<file path="src/rtl/c_escape_sequence_decoder_top_assert.svh">
// Assertion macros for the C escape sequence decoder.
// Used by c_escape_sequence_decoder_top; needs clk and rst_n in scope.
`ifndef C_ESCAPE_SEQUENCE_DECODER_TOP_ASSERT_SVH
`define C_ESCAPE_SEQUENCE_DECODER_TOP_ASSERT_SVH

// same-cycle implication, checked out of reset
`define CESD_ASSERT_NOW(label, ante, cons, msg) \
    label: assert property (@(posedge clk) disable iff (!rst_n) (ante) |-> (cons)) \
        else $error(msg);

// next-cycle implication, checked out of reset
`define CESD_ASSERT_NEXT(label, ante, cons, msg) \
    label: assert property (@(posedge clk) disable iff (!rst_n) (ante) |=> (cons)) \
        else $error(msg);

`endif

</file>
<file path="src/rtl/cesd_pkg.sv">
// Shared types and constants for the C escape sequence decoder.
// No dependencies; used by every module of the block.
`timescale 1ns / 1ps

package cesd_pkg;

    localparam int CHAR_W      = 21;
    localparam int CHAR_BYTES_W = 24;
    localparam int CP_W        = 32;
    localparam int QUEUE_DEPTH = 4;

    // character codes
    localparam logic [CHAR_W-1:0] CH_BACKSLASH = 21'h5C;
    localparam logic [CHAR_W-1:0] CH_SQUOTE    = 21'h27;
    localparam logic [CHAR_W-1:0] CH_DQUOTE    = 21'h22;
    localparam logic [CHAR_W-1:0] CH_QMARK     = 21'h3F;
    localparam logic [CHAR_W-1:0] CH_A         = 21'h61;
    localparam logic [CHAR_W-1:0] CH_B         = 21'h62;
    localparam logic [CHAR_W-1:0] CH_E         = 21'h65;
    localparam logic [CHAR_W-1:0] CH_F         = 21'h66;
    localparam logic [CHAR_W-1:0] CH_N         = 21'h6E;
    localparam logic [CHAR_W-1:0] CH_R         = 21'h72;
    localparam logic [CHAR_W-1:0] CH_T         = 21'h74;
    localparam logic [CHAR_W-1:0] CH_V         = 21'h76;
    localparam logic [CHAR_W-1:0] CH_X         = 21'h78;
    localparam logic [CHAR_W-1:0] CH_U_LOW     = 21'h75;
    localparam logic [CHAR_W-1:0] CH_U_UP      = 21'h55;

    // control codes produced by the letter escapes
    localparam logic [CP_W-1:0] CODE_BEL = 32'h07;
    localparam logic [CP_W-1:0] CODE_BS  = 32'h08;
    localparam logic [CP_W-1:0] CODE_ESC = 32'h1B;
    localparam logic [CP_W-1:0] CODE_FF  = 32'h0C;
    localparam logic [CP_W-1:0] CODE_LF  = 32'h0A;
    localparam logic [CP_W-1:0] CODE_CR  = 32'h0D;
    localparam logic [CP_W-1:0] CODE_HT  = 32'h09;
    localparam logic [CP_W-1:0] CODE_VT  = 32'h0B;

    // range limits
    localparam logic [CP_W-1:0] OCTAL_MAX     = 32'hFF;
    localparam logic [CP_W-1:0] SURR_LOW      = 32'hD800;
    localparam logic [CP_W-1:0] SURR_END      = 32'hE000;
    localparam logic [CP_W-1:0] BMP_MAX       = 32'hFFFF;

    // one queue entry: one or two decoded code points of a single input word
    typedef struct packed {
        logic [1:0]      count;
        logic [CP_W-1:0] v0;
        logic [CP_W-1:0] v1;
    } entry_t;

    // queue status seen by the two sides
    typedef struct packed {
        logic full;
        logic empty;
    } queue_stat_t;

endpackage

</file>
<file path="src/rtl/c_escape_sequence_decoder_top.sv">
// Top level of the C escape sequence decoder.
// Depends on cesd_pkg, cesd_front, cesd_queue, cesd_back and the assert header.
`timescale 1ns / 1ps
//
// Usage:
//   Input stream s_*: one character code per word in s_tdata, s_tlast on the
//   final character of a string. Output stream m_*: one decoded code point
//   per word in m_tdata; m_tlast marks the final word produced by an input
//   word. An input word yields zero, one or two output words.
//   Throughput: one input word per cycle while the queue is not full and each
//   gives at most one output word; the output side delivers one word per cycle
//   while m_tready is high, so a word that yields two output words holds it
//   for both. An accepted input word is written into the queue, then loaded into
//   the output register once that register is free and earlier entries have left.
//   The decoder state advances once per accepted word; the queue of
//   QUEUE_DEPTH entries lets the front keep accepting while the receiver
//   stalls, and s_tready drops only once the queue is full.
//   Reset: asynchronous, active low; clears decoder state, queue and output
//   valid. s_tready is low while reset is held and high from its release.

module c_escape_sequence_decoder_top #(
    parameter int QUEUE_DEPTH = cesd_pkg::QUEUE_DEPTH
)
(
    input  logic                                clk,
    input  logic                                rst_n,
    input  logic                                s_tvalid,
    output logic                                s_tready,
    input  logic [cesd_pkg::CHAR_BYTES_W-1:0]   s_tdata,   // [20:0] char_code, rest zero
    input  logic                                s_tlast,   // last
    output logic                                m_tvalid,
    input  logic                                m_tready,
    output logic [cesd_pkg::CP_W-1:0]           m_tdata,   // [31:0] code_point
    output logic                                m_tlast    // end_of_run
);

    logic                  q_push;
    logic                  q_pop;
    cesd_pkg::entry_t      q_in;
    cesd_pkg::entry_t      q_head;
    cesd_pkg::queue_stat_t q_stat;

    // decoder front end
    cesd_front u_front
    (
        .clk        (clk),
        .rst_n      (rst_n),
        .in_valid   (s_tvalid),
        .in_ready   (s_tready),
        .char_code  (s_tdata[cesd_pkg::CHAR_W-1:0]),
        .last       (s_tlast),
        .q_stat     (q_stat),
        .push       (q_push),
        .push_entry (q_in)
    );

    // entry queue
    cesd_queue #(
        .DEPTH (QUEUE_DEPTH)
    ) u_queue
    (
        .clk        (clk),
        .rst_n      (rst_n),
        .push       (q_push),
        .push_entry (q_in),
        .pop        (q_pop),
        .head       (q_head),
        .stat       (q_stat)
    );

    // output back end
    cesd_back u_back
    (
        .clk        (clk),
        .rst_n      (rst_n),
        .head       (q_head),
        .q_stat     (q_stat),
        .pop        (q_pop),
        .out_valid  (m_tvalid),
        .out_ready  (m_tready),
        .code_point (m_tdata),
        .end_of_run (m_tlast)
    );

    // checks
    `include "c_escape_sequence_decoder_top_assert.svh"

    `CESD_ASSERT_NOW(a_push_not_full, q_push, !q_stat.full, "push into a full queue")
    `CESD_ASSERT_NOW(a_pop_not_empty, q_pop, !q_stat.empty, "pop from an empty queue")
    `CESD_ASSERT_NOW(a_entry_nonzero, q_push, (q_in.count == 2'd1) || (q_in.count == 2'd2),
        "queue entry without a code point")
    `CESD_ASSERT_NEXT(a_pop_loads_last, q_pop, m_tvalid && m_tlast,
        "entry retired without its final word")

endmodule

</file>
<file path="src/rtl/cesd_front.sv">
// Front end: accepts input words, runs the escape decoder state and
// produces one queue entry per word that yields output. Uses cesd_pkg.
`timescale 1ns / 1ps

module cesd_front
(
    input  logic                          clk,
    input  logic                          rst_n,
    input  logic                          in_valid,
    output logic                          in_ready,
    input  logic [cesd_pkg::CHAR_W-1:0]   char_code,
    input  logic                          last,
    input  cesd_pkg::queue_stat_t         q_stat,
    output logic                          push,
    output cesd_pkg::entry_t              push_entry
);

    typedef enum logic [2:0] {
        MODE_NORMAL,
        MODE_ESCAPE,
        MODE_OCTAL,
        MODE_HEX,
        MODE_UNI4,
        MODE_UNI8
    } mode_t;

    mode_t                       mode_reg, mode_next;
    logic [cesd_pkg::CP_W-1:0]   acc_reg, acc_next;
    logic [3:0]                  cnt_reg, cnt_next;
    logic                        inv_reg, inv_next;
    cesd_pkg::entry_t            ent;
    logic                        accept;
    logic                        is_hex;
    logic [3:0]                  hex_val;
    logic                        is_oct;
    logic [3:0]                  need;

    // append one code point to the entry being built
    function automatic cesd_pkg::entry_t add_cp(cesd_pkg::entry_t e,
                                                logic [cesd_pkg::CP_W-1:0] v);
        cesd_pkg::entry_t r;
        r = e;
        if (e.count == 2'd0)
        begin
            r.v0    = v;
            r.count = 2'd1;
        end
        else if (e.count == 2'd1)
        begin
            r.v1    = v;
            r.count = 2'd2;
        end
        return r;
    endfunction

    function automatic logic hex_ok(logic [cesd_pkg::CP_W-1:0] v, logic [3:0] n);
        return (n != 4'd0) && ((v < cesd_pkg::SURR_LOW) ||
               ((v >= cesd_pkg::SURR_END) && (v <= cesd_pkg::BMP_MAX)));
    endfunction

    assign accept   = in_valid && in_ready;
    assign in_ready = rst_n && !q_stat.full;

    // digit classification; the full 21-bit compare keeps wide codes out
    always_comb
    begin
        is_oct  = (char_code >= 21'h30) && (char_code <= 21'h37);
        is_hex  = 1'b0;
        hex_val = char_code[3:0];
        if ((char_code >= 21'h30) && (char_code <= 21'h39))
        begin
            is_hex = 1'b1;
        end
        else if (((char_code >= 21'h61) && (char_code <= 21'h66)) ||
                 ((char_code >= 21'h41) && (char_code <= 21'h46)))
        begin
            is_hex  = 1'b1;
            hex_val = char_code[3:0] + 4'd9;
        end
        need = (mode_reg == MODE_UNI4) ? 4'd4 : 4'd8;
    end

    // decode step for one word
    always_comb
    begin
        mode_next = mode_reg;
        acc_next  = acc_reg;
        cnt_next  = cnt_reg;
        inv_next  = inv_reg;
        ent       = '0;

        unique case (mode_reg)
            MODE_ESCAPE:
            begin
                mode_next = MODE_NORMAL;
                acc_next  = '0;
                cnt_next  = '0;
                inv_next  = 1'b0;
                unique case (char_code)
                    cesd_pkg::CH_A:         ent = add_cp(ent, cesd_pkg::CODE_BEL);
                    cesd_pkg::CH_B:         ent = add_cp(ent, cesd_pkg::CODE_BS);
                    cesd_pkg::CH_E:         ent = add_cp(ent, cesd_pkg::CODE_ESC);
                    cesd_pkg::CH_F:         ent = add_cp(ent, cesd_pkg::CODE_FF);
                    cesd_pkg::CH_N:         ent = add_cp(ent, cesd_pkg::CODE_LF);
                    cesd_pkg::CH_R:         ent = add_cp(ent, cesd_pkg::CODE_CR);
                    cesd_pkg::CH_T:         ent = add_cp(ent, cesd_pkg::CODE_HT);
                    cesd_pkg::CH_V:         ent = add_cp(ent, cesd_pkg::CODE_VT);
                    cesd_pkg::CH_BACKSLASH,
                    cesd_pkg::CH_SQUOTE,
                    cesd_pkg::CH_DQUOTE,
                    cesd_pkg::CH_QMARK:     ent = add_cp(ent, 32'(char_code));
                    cesd_pkg::CH_X:         mode_next = MODE_HEX;
                    cesd_pkg::CH_U_LOW:     mode_next = MODE_UNI4;
                    cesd_pkg::CH_U_UP:      mode_next = MODE_UNI8;
                    default:
                    begin
                        // first octal digit; unknown escapes are dropped
                        if (is_oct)
                        begin
                            mode_next = MODE_OCTAL;
                            acc_next  = {29'd0, char_code[2:0]};
                            cnt_next  = 4'd1;
                        end
                    end
                endcase
            end
            MODE_OCTAL:
            begin
                if (is_oct)
                begin
                    acc_next = {23'd0, acc_reg[5:0], char_code[2:0]};
                    cnt_next = cnt_reg + 4'd1;
                    if (cnt_next >= 4'd3)
                    begin
                        if (acc_next <= cesd_pkg::OCTAL_MAX)
                        begin
                            ent = add_cp(ent, acc_next);
                        end
                        mode_next = MODE_NORMAL;
                        acc_next  = '0;
                        cnt_next  = '0;
                        inv_next  = 1'b0;
                    end
                end
                else
                begin
                    if (acc_reg <= cesd_pkg::OCTAL_MAX)
                    begin
                        ent = add_cp(ent, acc_reg);
                    end
                    acc_next = '0;
                    cnt_next = '0;
                    inv_next = 1'b0;
                    if (char_code == cesd_pkg::CH_BACKSLASH)
                    begin
                        mode_next = MODE_ESCAPE;
                    end
                    else
                    begin
                        mode_next = MODE_NORMAL;
                        ent       = add_cp(ent, 32'(char_code));
                    end
                end
            end
            MODE_HEX:
            begin
                if (is_hex)
                begin
                    acc_next = {acc_reg[27:0], hex_val};
                    if (cnt_reg < 4'd15)
                    begin
                        cnt_next = cnt_reg + 4'd1;
                    end
                end
                else
                begin
                    if (hex_ok(acc_reg, cnt_reg))
                    begin
                        ent = add_cp(ent, acc_reg);
                    end
                    acc_next = '0;
                    cnt_next = '0;
                    inv_next = 1'b0;
                    if (char_code == cesd_pkg::CH_BACKSLASH)
                    begin
                        mode_next = MODE_ESCAPE;
                    end
                    else
                    begin
                        mode_next = MODE_NORMAL;
                        ent       = add_cp(ent, 32'(char_code));
                    end
                end
            end
            MODE_UNI4,
            MODE_UNI8:
            begin
                // the group always eats its full length; a bad digit voids it
                if (!inv_reg && is_hex)
                begin
                    acc_next = {acc_reg[27:0], hex_val};
                end
                else
                begin
                    inv_next = 1'b1;
                end
                cnt_next = cnt_reg + 4'd1;
                if (cnt_next >= need)
                begin
                    if (!inv_next)
                    begin
                        ent = add_cp(ent, acc_next);
                    end
                    mode_next = MODE_NORMAL;
                    acc_next  = '0;
                    cnt_next  = '0;
                    inv_next  = 1'b0;
                end
            end
            default:
            begin
                if (char_code == cesd_pkg::CH_BACKSLASH)
                begin
                    mode_next = MODE_ESCAPE;
                end
                else
                begin
                    mode_next = MODE_NORMAL;
                    ent       = add_cp(ent, 32'(char_code));
                end
            end
        endcase

        // end of string: flush a pending octal or hex value, then start clean
        if (last)
        begin
            if (mode_next == MODE_OCTAL)
            begin
                if (acc_next <= cesd_pkg::OCTAL_MAX)
                begin
                    ent = add_cp(ent, acc_next);
                end
            end
            else if (mode_next == MODE_HEX)
            begin
                if (hex_ok(acc_next, cnt_next))
                begin
                    ent = add_cp(ent, acc_next);
                end
            end
            mode_next = MODE_NORMAL;
            acc_next  = '0;
            cnt_next  = '0;
            inv_next  = 1'b0;
        end
    end

    assign push       = accept && (ent.count != 2'd0);
    assign push_entry = ent;

    // decoder state
    always_ff @(posedge clk or negedge rst_n)
    begin
        if (!rst_n)
        begin
            mode_reg <= MODE_NORMAL;
            acc_reg  <= '0;
            cnt_reg  <= '0;
            inv_reg  <= 1'b0;
        end
        else if (accept)
        begin
            mode_reg <= mode_next;
            acc_reg  <= acc_next;
            cnt_reg  <= cnt_next;
            inv_reg  <= inv_next;
        end
    end

endmodule

</file>
<file path="src/rtl/cesd_queue.sv">
// Short queue of decoded entries between front and back end.
// Uses cesd_pkg for the entry and status types.
`timescale 1ns / 1ps

module cesd_queue #(
    parameter int DEPTH = cesd_pkg::QUEUE_DEPTH
)
(
    input  logic                  clk,
    input  logic                  rst_n,
    input  logic                  push,
    input  cesd_pkg::entry_t      push_entry,
    input  logic                  pop,
    output cesd_pkg::entry_t      head,
    output cesd_pkg::queue_stat_t stat
);

    localparam int AW = (DEPTH > 1) ? $clog2(DEPTH) : 1;
    localparam int CW = $clog2(DEPTH + 1);

    cesd_pkg::entry_t slots_reg [DEPTH];
    logic [AW-1:0]    wr_ptr_reg, wr_ptr_next;
    logic [AW-1:0]    rd_ptr_reg, rd_ptr_next;
    logic [CW-1:0]    count_reg, count_next;
    logic             do_push, do_pop;

    assign stat.full  = (count_reg == CW'(DEPTH));
    assign stat.empty = (count_reg == '0);
    assign do_push    = push && !stat.full;
    assign do_pop     = pop && !stat.empty;
    assign head       = slots_reg[rd_ptr_reg];

    // pointer and fill count update
    always_comb
    begin
        wr_ptr_next = wr_ptr_reg;
        rd_ptr_next = rd_ptr_reg;
        count_next  = count_reg;
        if (do_push)
        begin
            wr_ptr_next = (wr_ptr_reg == AW'(DEPTH - 1)) ? '0 : wr_ptr_reg + AW'(1);
        end
        if (do_pop)
        begin
            rd_ptr_next = (rd_ptr_reg == AW'(DEPTH - 1)) ? '0 : rd_ptr_reg + AW'(1);
        end
        if (do_push && !do_pop)
        begin
            count_next = count_reg + CW'(1);
        end
        else if (do_pop && !do_push)
        begin
            count_next = count_reg - CW'(1);
        end
    end

    always_ff @(posedge clk or negedge rst_n)
    begin
        if (!rst_n)
        begin
            wr_ptr_reg <= '0;
            rd_ptr_reg <= '0;
            count_reg  <= '0;
        end
        else
        begin
            wr_ptr_reg <= wr_ptr_next;
            rd_ptr_reg <= rd_ptr_next;
            count_reg  <= count_next;
        end
    end

    // entry storage
    always_ff @(posedge clk)
    begin
        if (do_push)
        begin
            slots_reg[wr_ptr_reg] <= push_entry;
        end
    end

endmodule

</file>
<file path="src/rtl/cesd_back.sv">
// Back end: splits queue entries into single output words and holds
// them in the output register. Uses cesd_pkg.
`timescale 1ns / 1ps

module cesd_back
(
    input  logic                        clk,
    input  logic                        rst_n,
    input  cesd_pkg::entry_t            head,
    input  cesd_pkg::queue_stat_t       q_stat,
    output logic                        pop,
    output logic                        out_valid,
    input  logic                        out_ready,
    output logic [cesd_pkg::CP_W-1:0]   code_point,
    output logic                        end_of_run
);

    logic                       valid_reg, valid_next;
    logic                       half_reg, half_next;
    logic [cesd_pkg::CP_W-1:0]  data_reg, data_next;
    logic                       eor_reg, eor_next;
    logic                       load;
    logic                       pair;

    assign load = !valid_reg || out_ready;
    assign pair = (head.count == 2'd2);
    assign pop  = load && !q_stat.empty && (!pair || half_reg);

    // pick the next word from the head entry
    always_comb
    begin
        valid_next = valid_reg;
        half_next  = half_reg;
        data_next  = data_reg;
        eor_next   = eor_reg;
        if (load)
        begin
            valid_next = !q_stat.empty;
            if (!q_stat.empty)
            begin
                if (pair && !half_reg)
                begin
                    data_next = head.v0;
                    eor_next  = 1'b0;
                    half_next = 1'b1;
                end
                else
                begin
                    data_next = half_reg ? head.v1 : head.v0;
                    eor_next  = 1'b1;
                    half_next = 1'b0;
                end
            end
        end
    end

    always_ff @(posedge clk or negedge rst_n)
    begin
        if (!rst_n)
        begin
            valid_reg <= 1'b0;
            half_reg  <= 1'b0;
        end
        else
        begin
            valid_reg <= valid_next;
            half_reg  <= half_next;
        end
    end

    // output payload
    always_ff @(posedge clk)
    begin
        data_reg <= data_next;
        eor_reg  <= eor_next;
    end

    assign out_valid  = valid_reg;
    assign code_point = data_reg;
    assign end_of_run = eor_reg;

endmodule

</file>
<file path="config.mk">
export PLATFORM = sky130hd
export DESIGN_NAME = c_escape_sequence_decoder_top
export DESIGN_NICKNAME = d
export VERILOG_FILES = /design/src/rtl/cesd_pkg.sv /design/src/rtl/c_escape_sequence_decoder_top.sv /design/src/rtl/cesd_front.sv /design/src/rtl/cesd_queue.sv /design/src/rtl/cesd_back.sv
export VERILOG_INCLUDE_DIRS = /design/src /design/src/rtl
export SDC_FILE = /design/constraint.sdc
export NUM_CORES = 1
export LEC_CHECK = 0
export ABC_AREA = 1
export BUFFER_PORTS_ARGS = -buffer_cell sky130_fd_sc_hd__buf_2
export CAP_MARGIN = 20
export CORE_ASPECT_RATIO = 0.5
export CORE_UTILIZATION = 30
export CTS_BUF_LIST = sky130_fd_sc_hd__clkbuf_4 sky130_fd_sc_hd__clkbuf_8
export DETAILED_ROUTE_END_ITERATION = 7
export SLEW_MARGIN = 20
export SYNTH_ARGS = -nofsm -noshare
export SYNTH_HDL_FRONTEND = slang
export SYNTH_SLANG_ARGS = --single-unit
export TNS_END_PERCENT = 100
</file>
<file path="constraint.sdc">
create_clock -name clk -period 14.6 [get_ports clk]
set_clock_uncertainty 0.15 [all_clocks]
set_input_delay 2.92 -clock clk [delete_from_list [all_inputs] [get_ports clk]]
set_output_delay 2.92 -clock clk [all_outputs]
set_load 0.02 [all_outputs]
</file>
---- Word-level counts from Yosys, hierarchy flattened ----
Memory sizes are Yosys's and may differ from the RTL's.
Index checks and enable logic that the tools add are counted.
storage, ports and cells
  register bits ........................... 82
  RAM bits ................................ 264
  output and inout port bits .............. 35
  word-level logic and storage cells ...... 203
  memories ................................ 1
operators by class
  $add $sub $neg .......................... 6
  magnitude comparators ................... 19
  eq/ne operators ......................... 31
  muxes and demuxes ....................... 87
  bitwise logic cells ..................... 1
  reduce and logical (&&, ||, !) cells .... 47
memory list
  name               words  bits a word  rd ports  clocked after memory_dff  write ports  line              text
  u_queue.slots_reg  4      66           1         0                         1            cesd_queue.sv:21  cesd_pkg::entry_t slots_reg [DEPTH];
operators by type and width
  kind                                                                  number
  two-way mux 66 bit                                                    15
  one-hot mux 65 bit (9 select lines)                                   1
  two-way mux 32 bit                                                    16
  two-way mux 65 bit                                                    5
  one-hot mux 66 bit (4 select lines)                                   1
  equality test 21 x 7 -> 1 bit (second input constant)                 12
  one-hot mux 32 bit (4 select lines)                                   1
  greater-or-equal comparator 32 x 16 -> 1 bit (second input constant)  2
  <= comparator 32 x 16 -> 1 bit (second input constant)                2
  <= comparator 32 x 8 -> 1 bit (second input constant)                 2
  < comparator 32 x 16 -> 1 bit (second input constant)                 2
  equality test 21 x 6 -> 1 bit (second input constant)                 3
  greater-or-equal comparator 21 x 7 -> 1 bit (second input constant)   2
  <= comparator 21 x 6 -> 1 bit (second input constant)                 2
  <= comparator 21 x 7 -> 1 bit (second input constant)                 2
  two-way mux 4 bit                                                     10
  two-way mux 3 bit                                                     8
  one-hot mux 3 bit (4 select lines)                                    2
  greater-or-equal comparator 21 x 6 -> 1 bit (second input constant)   1
  logical AND 1 bit                                                     19
  two-way mux 2 bit                                                     9
  two-way mux 9 bit                                                     2
  one-hot mux 4 bit (4 select lines)                                    1
  two-way mux 1 bit                                                     15
  31 further kinds                                                      56

---- Depth between registers and ports, before layout ----
  word-level depth ........................ 27
  gate-level depth with buffers ........... 31
  depth with buffers taken out ............ 31

---- Hierarchy ----
Synthesis repeated with hierarchy kept, for this count alone.
second synthesis, totals
  cell total of the unflattened synthesis .. 1972
  area total of the unflattened synthesis .. 18291.3 um2
modules (own cells, without submodules)
  module      instances  cells each  area an instance (um2)  sequential area each (um2)
  cesd_queue  1          832         11049.3                 8102.8
  cesd_front  1          987         5683.0                  1001.0
  cesd_back   1          153         1559.0                  1041.0

---- Least setup slack after synthesis ----
No wires, ideal clock.
  path type ............................... input port to flip-flop
  from .................................... input port s_tdata[17] in the netlist's numbering
  to ...................................... memory u_queue.slots_reg[0][0] in the netlist's numbering, enable pin
  arrival ................................. 7.977 ns
  data required time ...................... 13.960 ns
  setup slack ............................. 5.983 ns
  cell stages on the path ................. 19
  path through ............................ nor2_2 -> nand2_4 -> nor2_4 -> nand2_1 -> inv_2 -> nand2_1 -> nor3_2 -> inv_1 -> ha_1 -> nor2_1 -> o21ai_1 -> nor3_1 -> nand2_1 -> ha_1 -> nand3b_1 -> nand2_1 -> nand2_2 -> nand2_2 -> nor2_1
on the way
  word-level cells in the longest chain between the ends .. 23
RTL lines
  what                                                                                   line                                 text
  start: declaration                                                                     c_escape_sequence_decoder_top.sv:29  input logic [cesd_pkg::CHAR_BYTES_W-1:0] s_tdata,
  branches (longest 17 deep; another with greater-or-equal comparator 32 x 16 -> 1 bit)  n/a
  two-way mux 66 bit (*)                                                                 cesd_front.sv:235                    if (last)
  nonzero test 2 bit (*)                                                                 cesd_front.sv:258                    assign push = accept && (ent.count != 2'd0);
  logical AND 1 bit (*)                                                                  cesd_front.sv:258
  logical AND 1 bit (*)                                                                  cesd_queue.sv:29                     assign do_push = push && !stat.full;
  two-way mux 1 bit (*)                                                                  cesd_queue.sv:76                     if (do_push)
  two-way mux 1 bit (not written as such) (*)                                            cesd_queue.sv:78                     slots_reg[wr_ptr_reg] <= push_entry;
  end: declaration                                                                       cesd_queue.sv:21
Every way passes the cells marked *. The select of a mux whose other input is x is not followed.

---- Final worst setup path ----
  from .................................... input port s_tdata[11] in the netlist's numbering
  to ...................................... memory u_queue.slots_reg[3][47] in the netlist's numbering, enable pin
The elaborated chain is that of the path after synthesis.

==> metrics.log <==
[metrics] sequential element share of the synthesized area: between 60% and 70%
[metrics] number of placement rows: 60
[metrics] clk_lat worst skew: 630 ps
[metrics] sequential share of power: 40.7%
[metrics] Placed Cells: 2492
[metrics] count of endpoints failing hold in the final timing report: 0
[metrics] Largest register FFs: roughly 260
[metrics] internal portion of total power: slightly above 2000 uW
[metrics] Leak Pwr: between 0.007 and 0.008 uW
[metrics] TritonCTS buffer count: 55
[metrics] Placed Area: approximately 18000 um^2
[metrics] aggregate routed wire length: 45500 um
[metrics] metal2 WL: between 20000 and 25000 um
[metrics] number of enable flip-flop cells after synthesis: roughly 300
[metrics] highest attainable clock frequency: 0.129 GHz
[metrics] CTS H-tree lvls: 2
[metrics] antenna violations before repair: 0
[metrics] count of cells resized by post-cts repair: 0
[metrics] proportion of total power due to net switching: 37.6%
[metrics] die span in y: 170 um
[metrics] Most used DFF post-synth: sky130_fd_sc_hd__edfxtp_1
[metrics] Worst path max stage delay: 760 ps
[metrics] number of pins with negative max-slew slack in the final report: 0
[metrics] Total Power Consumption: roughly 3300 uW
[metrics] area of the core: 54600 um^2
[metrics] routed metal-1 wire length: 20800 um
[metrics] number of global-route vias before repair: 12.2k
[metrics] GR Util All Layers: 15.6%
[metrics] kind of start point of the critical path: input pin
[metrics] starting density of the core: 30.9%
[metrics] leading cell type in the layout, fill and taps excluded: sky130_fd_sc_hd__nor2_1
[metrics] TritonCTS clock tree: yes
[metrics] capturing element type of the critical path: flip-flop
[metrics] buffer count from post-CTS setup fixing: 0
[metrics] Final Instance Area: 19200 um^2
[metrics] clock transition at the register clock pins on the worst setup and hold paths after CTS: 60 ps
[metrics] most common cell type on the critical path: sky130_fd_sc_hd__nand2_2
[metrics] Final Util: 35.2%
[metrics] Antenna Violating Nets Remaining: 0
[metrics] filler-free cell count of the finished design: 2592
[metrics] arrival time of data at the critical path endpoint: 7820 ps
[metrics] Vias: 12.9k
[metrics] count of buffers from port buffering: 60
[metrics] aggregate negative setup slack: 0 ps
[metrics] met3 wire length: 2920 um
[metrics] critical path's slowest cell: sky130_fd_sc_hd__buf_4
[metrics] area of the mapped netlist: 16900 um^2
[metrics] number of failing setup endpoints in the final timing report: 0
[metrics] CTS Hold Bufs: 0
[metrics] global-route wire length before repair: approximately 70000 um
[metrics] synthesized area divided by synthesized cell count: 9.84 um^2
[metrics] leading cell types in the layout, fill and taps excluded: 319 x sky130_fd_sc_hd__nor2_1, 297 x sky130_fd_sc_hd__edfxtp_1, 202 x sky130_fd_sc_hd__nand2_1, 196 x sky130_fd_sc_hd__o21ai_0, 141 x sky130_fd_sc_hd__inv_1
[metrics] Setup Crit Path Kind: input pin to flip-flop
[metrics] Wirelength per Cell: 17.6 um
[metrics] final layout net count: approximately 1.9k
[metrics] total gr overflow: 0
[metrics] Sinks on Clock Net: between 300 and 400
[metrics] RSZ-0062 raised after global routing: no
[metrics] Crit Path Max Fanout: 57
[metrics] Sequential Area: between 10000 and 15000 um^2
[metrics] master cell of the clock root buffer: sky130_fd_sc_hd__clkbuf_8
[metrics] pin count of the biggest net entering global routing: slightly below 90
[metrics] estimated wirelength of the detail-placed design: 28300 um
[metrics] power density normalized to cell area: 173 nW/um^2
[metrics] maximum clock insertion buffer count: 3
[metrics] final worst path period share: 53.1%
[metrics] outcome: completed
[metrics] via density per instance: between 4 and 5
[metrics] Worst Max-Slew Pin Slew: approximately 1100 ps
[metrics] Post-synth ARST share: between 10% and 20%
[metrics] total of max-cap violations: 0
[metrics] worst slew slack as a fraction of its limit: about 28%
[metrics] P_sw: 1250 uW
[metrics] ports placed on the boundary: 64
[metrics] uppermost layer routed: met4
[metrics] fill count: about 5.5k
[metrics] required time at the endpoint of the critical path: ~15000 ps
[metrics] die area: approximately 57000 um^2
[metrics] weighted congestion at the end of routability-driven global placement: 0.938
[metrics] share of layout cells above drive strength 1: 13.0%
[metrics] proportion of power drawn by combinational gates: 33.9%
[metrics] Worst VDD drop: slightly below 0.1 mV
[metrics] remaining design rule violation count: 0
[metrics] Cells after Synth: 1712
[metrics] post-route minimum period: 7760 ps
[metrics] Distinct cells, synth: 59
[metrics] post-synthesis sequential element count: 346
[metrics] drt initial violations: 1470
[metrics] area added between synthesis and finish: 13.9%
[metrics] number of iterations in the first detailed-routing pass: 5
[metrics] clock network fraction of total power: 25.5%
[metrics] Die W: 337 um
[metrics] area taken by multi-input logic gates: 5980 um^2
[metrics] Hold/Removal Path Class: flip-flop to flip-flop
[metrics] total of warnings raised by yosys: 0
[power by group through the flow]
stage	logic, uW	registers [uW]	clock network (uW)
3_5_place_dp	1130	1370	0
3_3_place_gp	1120	1370	0
4_1_cts	1140	1350	864
6_report	1120	1350	846
2_1_floorplan	721	1430	0
5_1_grt	1250	1370	908
[stage by stage]
stage               setup WS [ps]  hold WS [ps]
finish                       6840           382
global route                 6530           426
CTS                          6910           384
detailed placement           6250           368
global placement             6290           363
floorplan                    5980           342
[kinds of logic after synthesis]
group	count (synthesis)	synth area share (%)
buffers and inverters	238	5.55
AOI/OAI and AO/OA	417	14.7
xor gates and xnor gates	6	0.312
DFF	346	60.2
adders and majority gates	21	1.60
other	1	0.0223
and+or+nand+nor	683	17.6
[Yosys cell counts, types with 7 or more instances]
library cell	n	area share, %
sky130_fd_sc_hd__a21oi_1	38	1.1
sky130_fd_sc_hd__a31oi_1	36	1.3
sky130_fd_sc_hd__buf_1	12	0.27
sky130_fd_sc_hd__buf_2	8	0.24
sky130_fd_sc_hd__clkbuf_1	59	1.3
sky130_fd_sc_hd__dfrtp_1	49	7.3
sky130_fd_sc_hd__edfxtp_1	297	53
sky130_fd_sc_hd__ha_1	20	1.5
sky130_fd_sc_hd__inv_1	143	3.2
sky130_fd_sc_hd__inv_2	8	0.18
sky130_fd_sc_hd__nand2_1	202	4.5
sky130_fd_sc_hd__nand2_2	12	0.45
sky130_fd_sc_hd__nand3_1	67	2.0
sky130_fd_sc_hd__nand4_1	18	0.67
sky130_fd_sc_hd__nor2_1	323	7.2
sky130_fd_sc_hd__nor2_2	8	0.30
sky130_fd_sc_hd__nor3_1	24	0.71
sky130_fd_sc_hd__nor4_1	8	0.30
sky130_fd_sc_hd__o21ai_0	196	5.8
sky130_fd_sc_hd__o21ai_1	7	0.21
sky130_fd_sc_hd__o21ai_2	8	0.42
sky130_fd_sc_hd__o221ai_1	11	0.57
sky130_fd_sc_hd__o22ai_1	82	3.0
sky130_fd_sc_hd__o22ai_2	10	0.74
[path summary, 6_finish.rpt]
path | from | end | slack, ps | depth (start not counted)
min | u_queue.wr_ptr_reg[1] | u_queue.wr_ptr_reg[1] | 380 | 2
max | s_tdata[11] | u_queue.slots_reg[3][47] | 6840 | 25
max reg2reg | u_front.cnt_reg[0] | u_queue.slots_reg[3][47] | 8900 | 22
max in group asynchronous | rst_n | u_queue.rd_ptr_reg[0] | 11450 | 2
min in group asynchronous | rst_n | u_queue.rd_ptr_reg[0] | 2310 | 2
min reg2reg | u_queue.wr_ptr_reg[1] | u_queue.wr_ptr_reg[1] | 380 | 2
[critical path: cells and delay by family]
kind | cells | cell delay [ps]
AND/OR/NAND/NOR | 22 | 3780
buffers and inverters | 3 | 1030
[layer usage]
metal	vias to the layer above	track usage [%]
li1	6196	-
met4	0	5.87
met5	-	0
met2	415	24.8
met3	83	2.70
met1	6188	21.4
[area by class of cell]
class	count	share of cell area, %
multi-input cells	1171	31.1
clock buffers	73	4.71
inverters	153	3.00
repair buffers	78	2.27
diodes	3	0.0391
flip-flops and latches	346	52.9
clock inverters	24	1.11
well taps	744	4.85
Power figures use the tool's default switching activity.
